===== config.mk =====
export PLATFORM = sky130hd
export DESIGN_NAME = lidar_scan_packet_parser
export DESIGN_NICKNAME = d
export VERILOG_FILES = /design/src/sv/lspp_pkg.sv /design/src/sv/lidar_scan_packet_parser.sv /design/src/sv/lspp_window.sv /design/src/sv/lspp_scan.sv /design/src/sv/lspp_out_buf.sv
export SDC_FILE = /design/constraint.sdc
export NUM_CORES = 1
export LEC_CHECK = 0
export ABC_CLOCK_PERIOD_IN_PS = 5900
export BUFFER_PORTS_ARGS = -buffer_cell sky130_fd_sc_hd__buf_2
export CAP_MARGIN = 40
export CORE_MARGIN = 2
export CORE_UTILIZATION = 51
export DETAILED_ROUTE_END_ITERATION = 7
export PLACE_DENSITY = 0.72
export SYNTH_ARGS = -nofsm -noshare
export SYNTH_HDL_FRONTEND = slang
export SYNTH_SLANG_ARGS = --single-unit

===== constraint.sdc =====
create_clock -name clock -period 5.9 [get_ports clock]
set_input_delay 0 -clock clock [delete_from_list [all_inputs] [get_ports clock]]
set_output_delay 0 -clock clock [all_outputs]
set_load 0.03 [all_outputs]

===== src/sv/lspp_pkg.sv =====
// lspp_pkg: shared types and constants for the scanner measurement packet parser
// no dependencies; imported by every lspp module and the top level
`timescale 1ns / 1ps

package lspp_pkg;

   // packet geometry
   localparam int PACKET_BYTES = 5;
   localparam int WIN_DEPTH    = PACKET_BYTES - 1;
   localparam int WIN_IDX_W    = $clog2(WIN_DEPTH);
   localparam int FILL_W       = $clog2(PACKET_BYTES);

   // field widths
   localparam int BYTE_W    = 8;
   localparam int QUALITY_W = 6;
   localparam int ANGLE_W   = 15;
   localparam int RANGE_W   = 16;
   localparam int COUNT_W   = 12;

   // reset value of the scan length limit
   localparam logic [COUNT_W-1:0] MAX_POINTS_RESET = COUNT_W'(2000);

   typedef logic [BYTE_W-1:0] byte_type;

   // one complete packet pulled out of the byte window
   typedef struct packed {
      logic     valid;
      byte_type b0;
      byte_type b1;
      byte_type b2;
      byte_type b3;
      byte_type b4;
   } packet_type;

   // one measurement item
   typedef struct packed {
      logic [QUALITY_W-1:0] quality;
      logic [ANGLE_W-1:0]   angle_q6;
      logic [RANGE_W-1:0]   range_q2;
      logic                 scan_start;
      logic [COUNT_W-1:0]   point_index;
      logic [COUNT_W-1:0]   closed_count;
   } result_type;

   // occupancy of the output buffer
   typedef struct packed {
      logic head_valid;
      logic skid_valid;
   } buf_status_type;

endpackage


===== src/sv/lidar_scan_packet_parser.sv =====
// lidar_scan_packet_parser: top level of the scanner measurement packet parser
// depends on lspp_pkg, lspp_window, lspp_scan, lspp_out_buf
`timescale 1ns / 1ps

// Usage
// - req channel: one received serial byte per item on req_rx_byte
// - rsp channel: one measurement item per recognized five-byte packet; bytes
//   that do not complete a packet give no item
// - csr port: csr_wr_en writes csr_wr_data into the scan length limit
//   (max_points); write only while the block is idle
// - timing: the input register holds the last byte of a packet while the
//   window and scan logic settle; the next edge loads the measurement into
//   the output buffer, whose head drives rsp
// - throughput: one byte per cycle while req_stall is low; the window test,
//   point counter update and field extraction are all combinational
// - stall: a two-entry output buffer absorbs results while rsp_stall is
//   high; req_stall rises only when the buffer plus the byte in flight
//   could fill it, so no item is lost
// - reset: synchronous; empties the window, clears the point count, sets
//   max_points to 2000 and drops any buffered items

module lidar_scan_packet_parser import lspp_pkg::*; (
   input  logic                 clock,
   input  logic                 reset,
   input  logic                 req_valid,
   output logic                 req_stall,
   input  logic [BYTE_W-1:0]    req_rx_byte,
   output logic                 rsp_valid,
   input  logic                 rsp_stall,
   output logic [QUALITY_W-1:0] rsp_quality,
   output logic [ANGLE_W-1:0]   rsp_angle_q6,
   output logic [RANGE_W-1:0]   rsp_range_q2,
   output logic                 rsp_scan_start,
   output logic [COUNT_W-1:0]   rsp_point_index,
   output logic [COUNT_W-1:0]   rsp_closed_count,
   input  logic                 csr_wr_en,
   input  logic [COUNT_W-1:0]   csr_wr_data
);

   logic               in_valid_ff;
   logic               in_valid_in;
   byte_type           in_byte_ff;
   logic [COUNT_W-1:0] max_points_ff;
   packet_type         packet;
   logic               result_valid;
   result_type         result;
   result_type         out_data;
   logic               pop;
   buf_status_type     status;
   logic [1:0]         pending;

   // input stall: buffered items plus the byte in flight, less the one leaving
   assign pending   = 2'(status.head_valid) + 2'(status.skid_valid) + 2'(in_valid_ff)
                      - 2'(pop);
   assign req_stall = pending >= 2'd2;
   assign in_valid_in = req_valid && !req_stall;

   // input register
   always_ff @(posedge clock) begin
      if (reset) begin
         in_valid_ff <= 1'b0;
      end else begin
         in_valid_ff <= in_valid_in;
      end
   end

   always_ff @(posedge clock) begin
      if (in_valid_in) begin
         in_byte_ff <= req_rx_byte;
      end
   end

   // scan length limit
   always_ff @(posedge clock) begin
      if (reset) begin
         max_points_ff <= MAX_POINTS_RESET;
      end else if (csr_wr_en) begin
         max_points_ff <= csr_wr_data;
      end
   end

   lspp_window u_window (
      .clock      (clock),
      .reset      (reset),
      .byte_valid (in_valid_ff),
      .byte_data  (in_byte_ff),
      .packet     (packet)
   );

   lspp_scan u_scan (
      .clock        (clock),
      .reset        (reset),
      .packet       (packet),
      .max_points   (max_points_ff),
      .result_valid (result_valid),
      .result       (result)
   );

   lspp_out_buf u_out_buf (
      .clock     (clock),
      .reset     (reset),
      .push      (result_valid),
      .push_data (result),
      .out_stall (rsp_stall),
      .out_valid (rsp_valid),
      .out_data  (out_data),
      .pop       (pop),
      .status    (status)
   );

   // result ports
   assign rsp_quality      = out_data.quality;
   assign rsp_angle_q6     = out_data.angle_q6;
   assign rsp_range_q2     = out_data.range_q2;
   assign rsp_scan_start   = out_data.scan_start;
   assign rsp_point_index  = out_data.point_index;
   assign rsp_closed_count = out_data.closed_count;

`ifndef SYNTHESIS
   a_closed_only_on_start: assert property (@(posedge clock) disable iff (reset)
      rsp_valid && !rsp_scan_start |-> rsp_closed_count == '0)
      else $error("closed count without scan start");

   a_start_index_zero: assert property (@(posedge clock) disable iff (reset)
      rsp_valid && rsp_scan_start |-> rsp_point_index == '0)
      else $error("scan start with nonzero point index");
`endif

endmodule


===== src/sv/lspp_window.sv =====
// lspp_window: sliding byte window with packet sync test
// depends on lspp_pkg
`timescale 1ns / 1ps

module lspp_window import lspp_pkg::*; (
   input  logic       clock,
   input  logic       reset,
   input  logic       byte_valid,
   input  byte_type   byte_data,
   output packet_type packet
);

   // the first WIN_DEPTH bytes are held; the last byte of a packet comes in live
   byte_type          win_ff [WIN_DEPTH];
   byte_type          win_in [WIN_DEPTH];
   logic [FILL_W-1:0] fill_ff;
   logic [FILL_W-1:0] fill_in;
   logic              sync_ok;

   // header test: byte 0 bit 0 differs from bit 1, byte 1 bit 0 set
   assign sync_ok = (win_ff[0][0] != win_ff[0][1]) && win_ff[1][0];

   // window update
   always_comb begin
      win_in  = win_ff;
      fill_in = fill_ff;
      packet  = '{valid: 1'b0, b0: win_ff[0], b1: win_ff[1], b2: win_ff[2],
                  b3: win_ff[3], b4: byte_data};
      if (byte_valid) begin
         if (fill_ff < FILL_W'(WIN_DEPTH)) begin
            win_in[fill_ff[WIN_IDX_W-1:0]] = byte_data;
            fill_in = fill_ff + FILL_W'(1);
         end else if (sync_ok) begin
            packet.valid = 1'b1;
            fill_in      = '0;
         end else begin
            // drop the oldest byte and keep the window full
            for (int i = 0; i < WIN_DEPTH - 1; i++) begin
               win_in[i] = win_ff[i+1];
            end
            win_in[WIN_DEPTH-1] = byte_data;
         end
      end
   end

   // fill counter
   always_ff @(posedge clock) begin
      if (reset) begin
         fill_ff <= '0;
      end else begin
         fill_ff <= fill_in;
      end
   end

   // window bytes
   always_ff @(posedge clock) begin
      win_ff <= win_in;
   end

`ifndef SYNTHESIS
   a_fill_range: assert property (@(posedge clock) disable iff (reset)
      fill_ff <= FILL_W'(WIN_DEPTH))
      else $error("window fill out of range");

   a_packet_empties: assert property (@(posedge clock) disable iff (reset)
      packet.valid |=> fill_ff == '0)
      else $error("window not emptied after packet");
`endif

endmodule


===== src/sv/lspp_scan.sv =====
// lspp_scan: scan bookkeeping and measurement field extraction
// depends on lspp_pkg
`timescale 1ns / 1ps

module lspp_scan import lspp_pkg::*; (
   input  logic               clock,
   input  logic               reset,
   input  packet_type         packet,
   input  logic [COUNT_W-1:0] max_points,
   output logic               result_valid,
   output result_type         result
);

   logic [COUNT_W-1:0] point_count_ff;
   logic [COUNT_W-1:0] point_count_in;
   logic [COUNT_W-1:0] base_index;
   logic               start;

   // new scan on the start bit or when the limit is reached
   assign start      = packet.b0[0] || (point_count_ff >= max_points);
   assign base_index = start ? '0 : point_count_ff;

   // measurement fields
   always_comb begin
      result_valid        = packet.valid;
      result.quality      = packet.b0[BYTE_W-1:2];
      result.angle_q6     = {packet.b2, packet.b1[BYTE_W-1:1]};
      result.range_q2     = {packet.b4, packet.b3};
      result.scan_start   = start;
      result.point_index  = base_index;
      result.closed_count = start ? point_count_ff : '0;
   end

   // point counter
   assign point_count_in = packet.valid ? base_index + COUNT_W'(1) : point_count_ff;

   always_ff @(posedge clock) begin
      if (reset) begin
         point_count_ff <= '0;
      end else begin
         point_count_ff <= point_count_in;
      end
   end

endmodule


===== src/sv/lspp_out_buf.sv =====
// lspp_out_buf: two-entry output buffer (head register plus skid register)
// depends on lspp_pkg
`timescale 1ns / 1ps

module lspp_out_buf import lspp_pkg::*; (
   input  logic           clock,
   input  logic           reset,
   input  logic           push,
   input  result_type     push_data,
   input  logic           out_stall,
   output logic           out_valid,
   output result_type     out_data,
   output logic           pop,
   output buf_status_type status
);

   logic       head_valid_ff;
   logic       head_valid_in;
   logic       skid_valid_ff;
   logic       skid_valid_in;
   result_type head_ff;
   result_type head_in;
   result_type skid_ff;
   result_type skid_in;

   assign out_valid = head_valid_ff;
   assign out_data  = head_ff;
   assign pop       = head_valid_ff && !out_stall;
   assign status    = '{head_valid: head_valid_ff, skid_valid: skid_valid_ff};

   // next buffer contents
   always_comb begin
      head_valid_in = head_valid_ff;
      head_in       = head_ff;
      skid_valid_in = skid_valid_ff;
      skid_in       = skid_ff;
      if (pop) begin
         if (skid_valid_ff) begin
            head_valid_in = 1'b1;
            head_in       = skid_ff;
            skid_valid_in = push;
            skid_in       = push_data;
         end else begin
            head_valid_in = push;
            head_in       = push_data;
         end
      end else if (push) begin
         if (!head_valid_ff) begin
            head_valid_in = 1'b1;
            head_in       = push_data;
         end else begin
            skid_valid_in = 1'b1;
            skid_in       = push_data;
         end
      end
   end

   // occupancy flags
   always_ff @(posedge clock) begin
      if (reset) begin
         head_valid_ff <= 1'b0;
         skid_valid_ff <= 1'b0;
      end else begin
         head_valid_ff <= head_valid_in;
         skid_valid_ff <= skid_valid_in;
      end
   end

   // payload registers
   always_ff @(posedge clock) begin
      head_ff <= head_in;
      skid_ff <= skid_in;
   end

`ifndef SYNTHESIS
   a_no_overflow: assert property (@(posedge clock) disable iff (reset)
      !(push && head_valid_ff && skid_valid_ff && !pop))
      else $error("output buffer overflow");

   a_skid_needs_head: assert property (@(posedge clock) disable iff (reset)
      skid_valid_ff |-> head_valid_ff)
      else $error("skid entry held without head entry");
`endif

endmodule

# --- Word-level counts from Yosys, hierarchy flattened ---
# Index checks and enable logic that the tools add are counted.
word_totals:
  ramBits: 0
  rom_bits: 0
  mem_count: 0
  ff_bits: 194
  input_bits: 25
  latchBits: 0
classes:
  shifts: 0
  n_addsub: 5
  n_reduce_logical: 15
  div_mod_pow: 0
  mux: 27
  n_eq_ne: 4
  n_mul: 0
  magnitude_cmp: 5
  n_bitwise: 1
ops:
  columns: ["cell", "n"]
  rows:
  - ["$mux 62", 8]
  - ["$mux 32", 2]
  - ["$bwmux 32", 1]
  - ["$mux 12", 2]
  - ["$demux 8 s2", 1]
  - ["$add 12x1->12 const B", 1]
  - ["$ge 12x12->1", 1]
  - ["$mux 1", 10]
  - ["$mux 8", 1]
  - ["$reduce_and 2->1", 4]
  - ["$mux 3", 2]
  - ["$reduce_bool 2->1", 3]
  - ["$logic_and 1x1->1", 4]
  - ["$ne 2x2->1 const B", 2]
  - ["$add 3x1->3 const B", 1]
  - ["$ge 3x3->1 const B", 1]
  - ["$lt 3x1->1 const B", 1]
  - ["$lt 3x3->1 const B", 1]
  - ["$not 2->3", 1]
  - ["$reduce_and 3->1", 1]
  - ["$add 1x1->2", 1]
  - ["$add 2x1->2", 1]
  - ["$ge 2x2->1 const B", 1]
  - ["$logic_not 1->1", 2]
  - ["other kinds (4)", 4]

# --- Depth between registers and ports, before layout ---
logic_depth:
  word_depth: 7
  mapped_depth: 14
  mapped_depth_nobuf: 13

# --- By module ---
# From an unflattened synthesis, not the netlist that was laid out.
unflattened:
  hier_cells: 581
  hier_area_um2: 8768.4
by_module_without_submodules:
  columns: ["mod", "cells_each", "area_each_um2", "instances"]
  rows:
  - ["lspp_out_buf", 209, 4907.2, 1]
  - ["lspp_window", 118, 1611.5, 1]
  - ["lspp_scan", 194, 1456.4, 1]
  - ["lidar_scan_packet_parser", 60, 793.3, 1]

# --- Least setup slack after synthesis ---
# No wires, ideal clock.
synth_timing:
  path_type: "register to register"
  from: "register u_window.win_ff, in the netlist u_window.packet[32]"
  to: "register u_out_buf.head_ff, in the netlist u_out_buf.out_data[0] (enable)"
  path_slack_ps: 1261
  t_arrival_ps: 4144
  n_path_buf: 2
  setup_ps: 495
  path_stages_with_launch: 6
  path_cell_list: "edfxtp_1 -> xor2_1 -> nand4_1 -> clkbuf_1 -> clkbuf_1 -> o21bai_1"
synth_via:
  elab_chain_cells: 7
synth_rtl:
  columns: ["element", "line_no", "rtl"]
  rows:
  - ["start, declared", "lspp_window.sv:14", "byte_type win_ff [WIN_DEPTH];"]
  - ["start signal, assigned", "lspp_window.sv:57", "win_ff <= win_in;"]
  - ["$ne 1x1->1", "lspp_window.sv:21", "assign sync_ok = (win_ff[0][0] != win_ff[0][1]) && win_ff[1][0];"]
  - ["$logic_and 1x1->1", "lspp_window.sv:21", null]
  - ["$mux 1", "lspp_window.sv:33", "end else if (sync_ok) begin"]
  - ["$mux 1", "lspp_window.sv:30", "if (fill_ff < FILL_W'(WIN_DEPTH)) begin"]
  - ["$mux 1", "lspp_window.sv:29", "if (byte_valid) begin"]
  - ["$reduce_bool 2->1 (no source line)", null, null]
  - ["$reduce_and 2->1 (no source line)", null, null]
  - ["end signal, assigned", "lspp_out_buf.sv:71", "head_ff <= head_in;"]
  - ["end, declared", "lspp_out_buf.sv:21", "result_type head_ff;"]
# Every way passes these cells.
# A chain may end at the register's enable or synchronous reset.

==> flow_summary_export.csv <==
group,metric,value,unit
grt,overflow,0,
clock_tree,htreeDepth,4,
floorplan,fp-row-count,45,
layout,nets,762,
logic_synthesis,synthFlopType,"edfxtp_1",
setup_path,cp.required,6260,ps
setup_path,start_kind,"flip-flop",
route,firstDrtPassIters,5,
layout,num_antenna_cells,0,
logic_synthesis,synth_edf_count,164,
setup_path,cp_max_fo,26,
logic_synthesis,syn_nets,654,
sta,fin_crit,4000,ps
setup_path,crit_family,"simple AND/OR/NAND/NOR gates",
setup_path,cp.arrival,4350,ps
floorplan,start_util,0.523,
route,drc,0,
setup_path,crit_buf_inv,2,
floorplan,fp.dieW,129,um
route,drt_iter0_drc,626,
pwr,power.total,0.00270,W
placement,dpl_cell_area,8610,sq um
sta,rsz0062_at_grt,"no",
sta,period_share,0.677,
setup_path,path_class,"flip-flop to flip-flop",
route,via_per_inst,5.35,
setup_path,crit_cells,13,
layout,area_delta_synth_final,18.6,%
setup_path,ff2ff_path_depth,13,
pwr,ir_worst_vdd,191,uV
setup_path,cp_cell_sequence,"inv_1 > ha_1 > nand2b_4 > a2111oi_4 > a2111oi_1 > nor3_4 > inv_2 > nor2_1 > ha_1 > nand3_1 > or2_2 > or4_1 > a31oi_1",
layout,layout_common_cells,"edfxtp_1 (164), nand2_1 (142), buf_2 (88)",
setup_path,crit_path_end,"u_scan.point_count_ff[8]$_SDFFE_PP0P_",
placement,hpwl,9950,um
placement,gp_congestion,0.828,
route,vias,4913,
logic_synthesis,synth.cell_area,7950,sq um
clock_tree,numCtsBuffers,17,
worst_hold_path,holdCritStartpoint,"reset",
logic_synthesis,postSynth.asyncResetShare,0,
sta,worstMarginPinSlew,901,ps
placement,port_buffers,88,
clock_tree,postCtsSetupBuffers,0,
clock_tree,insertion_delay,430,ps
clock_tree,cts_sinks,194,
sta,finalSetupViolCount,0,
logic_synthesis,synth_seq_cells,194,
sta,slew_headroom,0.398,
clock_tree,cts.path.max_buffers,2,
route,finalWirelength,14800,um
sta,skew,5.92,ps
setup_path,end_kind,"flip-flop",
layout,final_common_cell,"edfxtp_1",
floorplan,die_h,129,um
logic_synthesis,synthCells,610,
clock_tree,cts-root-buf,"clkbuf_16",
sta,max_freq,0.250,GHz
sta,maxSlewViolCount,0,
logic_synthesis,syn_area_per_cell,13.0,sq um
floorplan,ioPinCount,89,
grt,antenna_found_initial,0,
sta,hold_violations,0,
setup_path,cpMostUsedCell,"ha_1",
sta,final.setup.tns,0,ps
pwr,power_density,287,nW/um^2
setup_path,cpPeakStageDelay,730,ps
grt,grt_usage,0.187,
pwr,p_leak,3.66,nW
layout,fillers,1150,
clock_tree,cts_tree,"built",
floorplan,die_area,16600,sq um
setup_path,critPathSlowestCell,"nor3_4",
setup_path,crit_path_start,"u_scan.point_count_ff[0]$_SDFFE_PP0P_",
run_status,outcome,"complete, no violations",
setup_path,worstReg2RegEnd,"u_scan.point_count_ff[8]$_SDFFE_PP0P_",
logic_synthesis,ys_warn_count,0,
setup_path,r2r_slack,1900,ps
layout,drive_above_1_share,0.213,
setup_path,rr_startpoint,"u_scan.point_count_ff[0]$_SDFFE_PP0P_",
logic_synthesis,seq_area_frac_synth,0.695,
logic_synthesis,synth_cell_types,44,
layout,final_area,9420,sq um
route,drtAntennaViolNets,0,
grt,grt_pass1_vias,4685,
flow_run,cap_violations,0,
clock_tree,clk_pin_slew,70,ps
worst_hold_path,hold_class,"primary input to flip-flop",
grt,grt_pass1_wl,23800,um
route,wl_per_cell,16.1,um
floorplan,fp.coreArea,15200,sq um
grt,grt_max_degree,45,
[report_power, final]
group	switching (W)	internal [W]	total, W
clock network	0.000494	0.000627	0.00112
logic	0.0000422	0.0000381	0.0000802
registers	0.0000113	0.00149	0.00150
total	0.000548	0.00215	0.00270
[worst reg2reg max path: cells and delay by family, from the launching register on]
kind	cells	cell delay (ps)
compound gates	3	600
fa+ha+maj	2	560
flops	1	350
buf+inv	2	450
simple gates	6	1970
[cells in the mapped netlist, types with 3 or more instances]
library cell	count	area, sq um
edfxtp_1	164	4920
nand2_1	143	537
dfxtp_1	30	601
clkbuf_1	25	93.8
and2_1	24	150
nor2_1	23	86.3
a22o_1	22	193
mux2_2	22	248
inv_1	21	78.8
ha_1	19	238
nor2b_1	19	119
nand3_1	14	70.1
a21oi_1	12	60.1
a31oi_1	9	56.3
o211ai_1	8	60.1
mux2i_1	7	70.1
o21ai_0	7	35.0
or4_1	7	52.6
nand4_1	4	25.0
and3_1	3	18.8
[logic make-up after synthesis]
family                     share of synthesized area
adders and majority gates                     0.0299
muxes                                         0.0400
AOI/OAI and AO/OA                             0.0646
DFF                                            0.695
buffers and inverters                         0.0252
and+or+nand+nor                                0.143
xor gates and xnor gates                     0.00220
[worst min path at each step]
| stage | end | depth (start not counted) |
|---|---|---|
| 2_1_floorplan | u_scan.point_count_ff[2]$_SDFFE_PP0P_ | 1 |
| 3_3_place_gp | in_byte_ff[5]$_DFFE_PP_ | 1 |
| 3_5_place_dp | in_byte_ff[3]$_DFFE_PP_ | 1 |
| 4_1_cts | max_points_ff[5]$_SDFFE_PP0P_ | 2 |
| 5_1_grt | max_points_ff[9]$_SDFFE_PP1P_ | 2 |
| 6_report | max_points_ff[5]$_SDFFE_PP0P_ | 2 |
[final cells by class]
type	count	area [sq um]	share of cell area
Tap cell	188	235	0.0250
Timing Repair Buffer	118	756	0.0802
Clock buffer	17	425	0.0452
Inverter	22	82.6	0.00876
Clock inverter	15	155	0.0165
Sequential cell	194	5530	0.586
Multi-Input combinational cell	365	2240	0.238
[sequential cells by signal, indices dropped and copies added (netlist names)]
| name | cells |
|---|---|
| u_scan.point_count_ff | 12 |
| max_points_ff | 12 |
| u_out_buf.skid_valid_ff | 1 |
| u_window.fill_ff | 3 |
| u_out_buf.skid_ff | 62 |
| in_valid_ff | 1 |
| in_byte_ff | 8 |
| u_out_buf.out_valid | 1 |
| u_out_buf.out_data | 62 |
| u_window.packet | 32 |
[through the flow]
| stage | setup slack (ps) | util | std cells | hold WS, ps |
|---|---|---|---|---|
| detailed placement | 1940 | 0.566 | 864 | 178 |
| global route | 1570 | 0.620 | 919 | 32.5 |
| finish | 1900 | 0.620 | 919 | 20.9 |
| floorplan | 1260 | - | 610 | 69.4 |
| global placement | 2140 | 0.565 | 863 | 181 |
| CTS | 1960 | 0.620 | 919 | 3.25 |
[metal layers]
metal | track usage | wire length [um] | vias up
met1 | 0.267 | 6920 | 2335
li1 | - | - | 2402
met3 | 0.0432 | 918 | 16
met4 | 0.0620 | 194 | 0
met5 | 0 | 0 | -
met2 | 0.286 | 6760 | 160
[timing repair]
item,in CTS,in global routing
hold buffers,23,0
resized for setup,0,0
endpoints found under the hold margin,22,0
(Power assumes the default switching activity.)
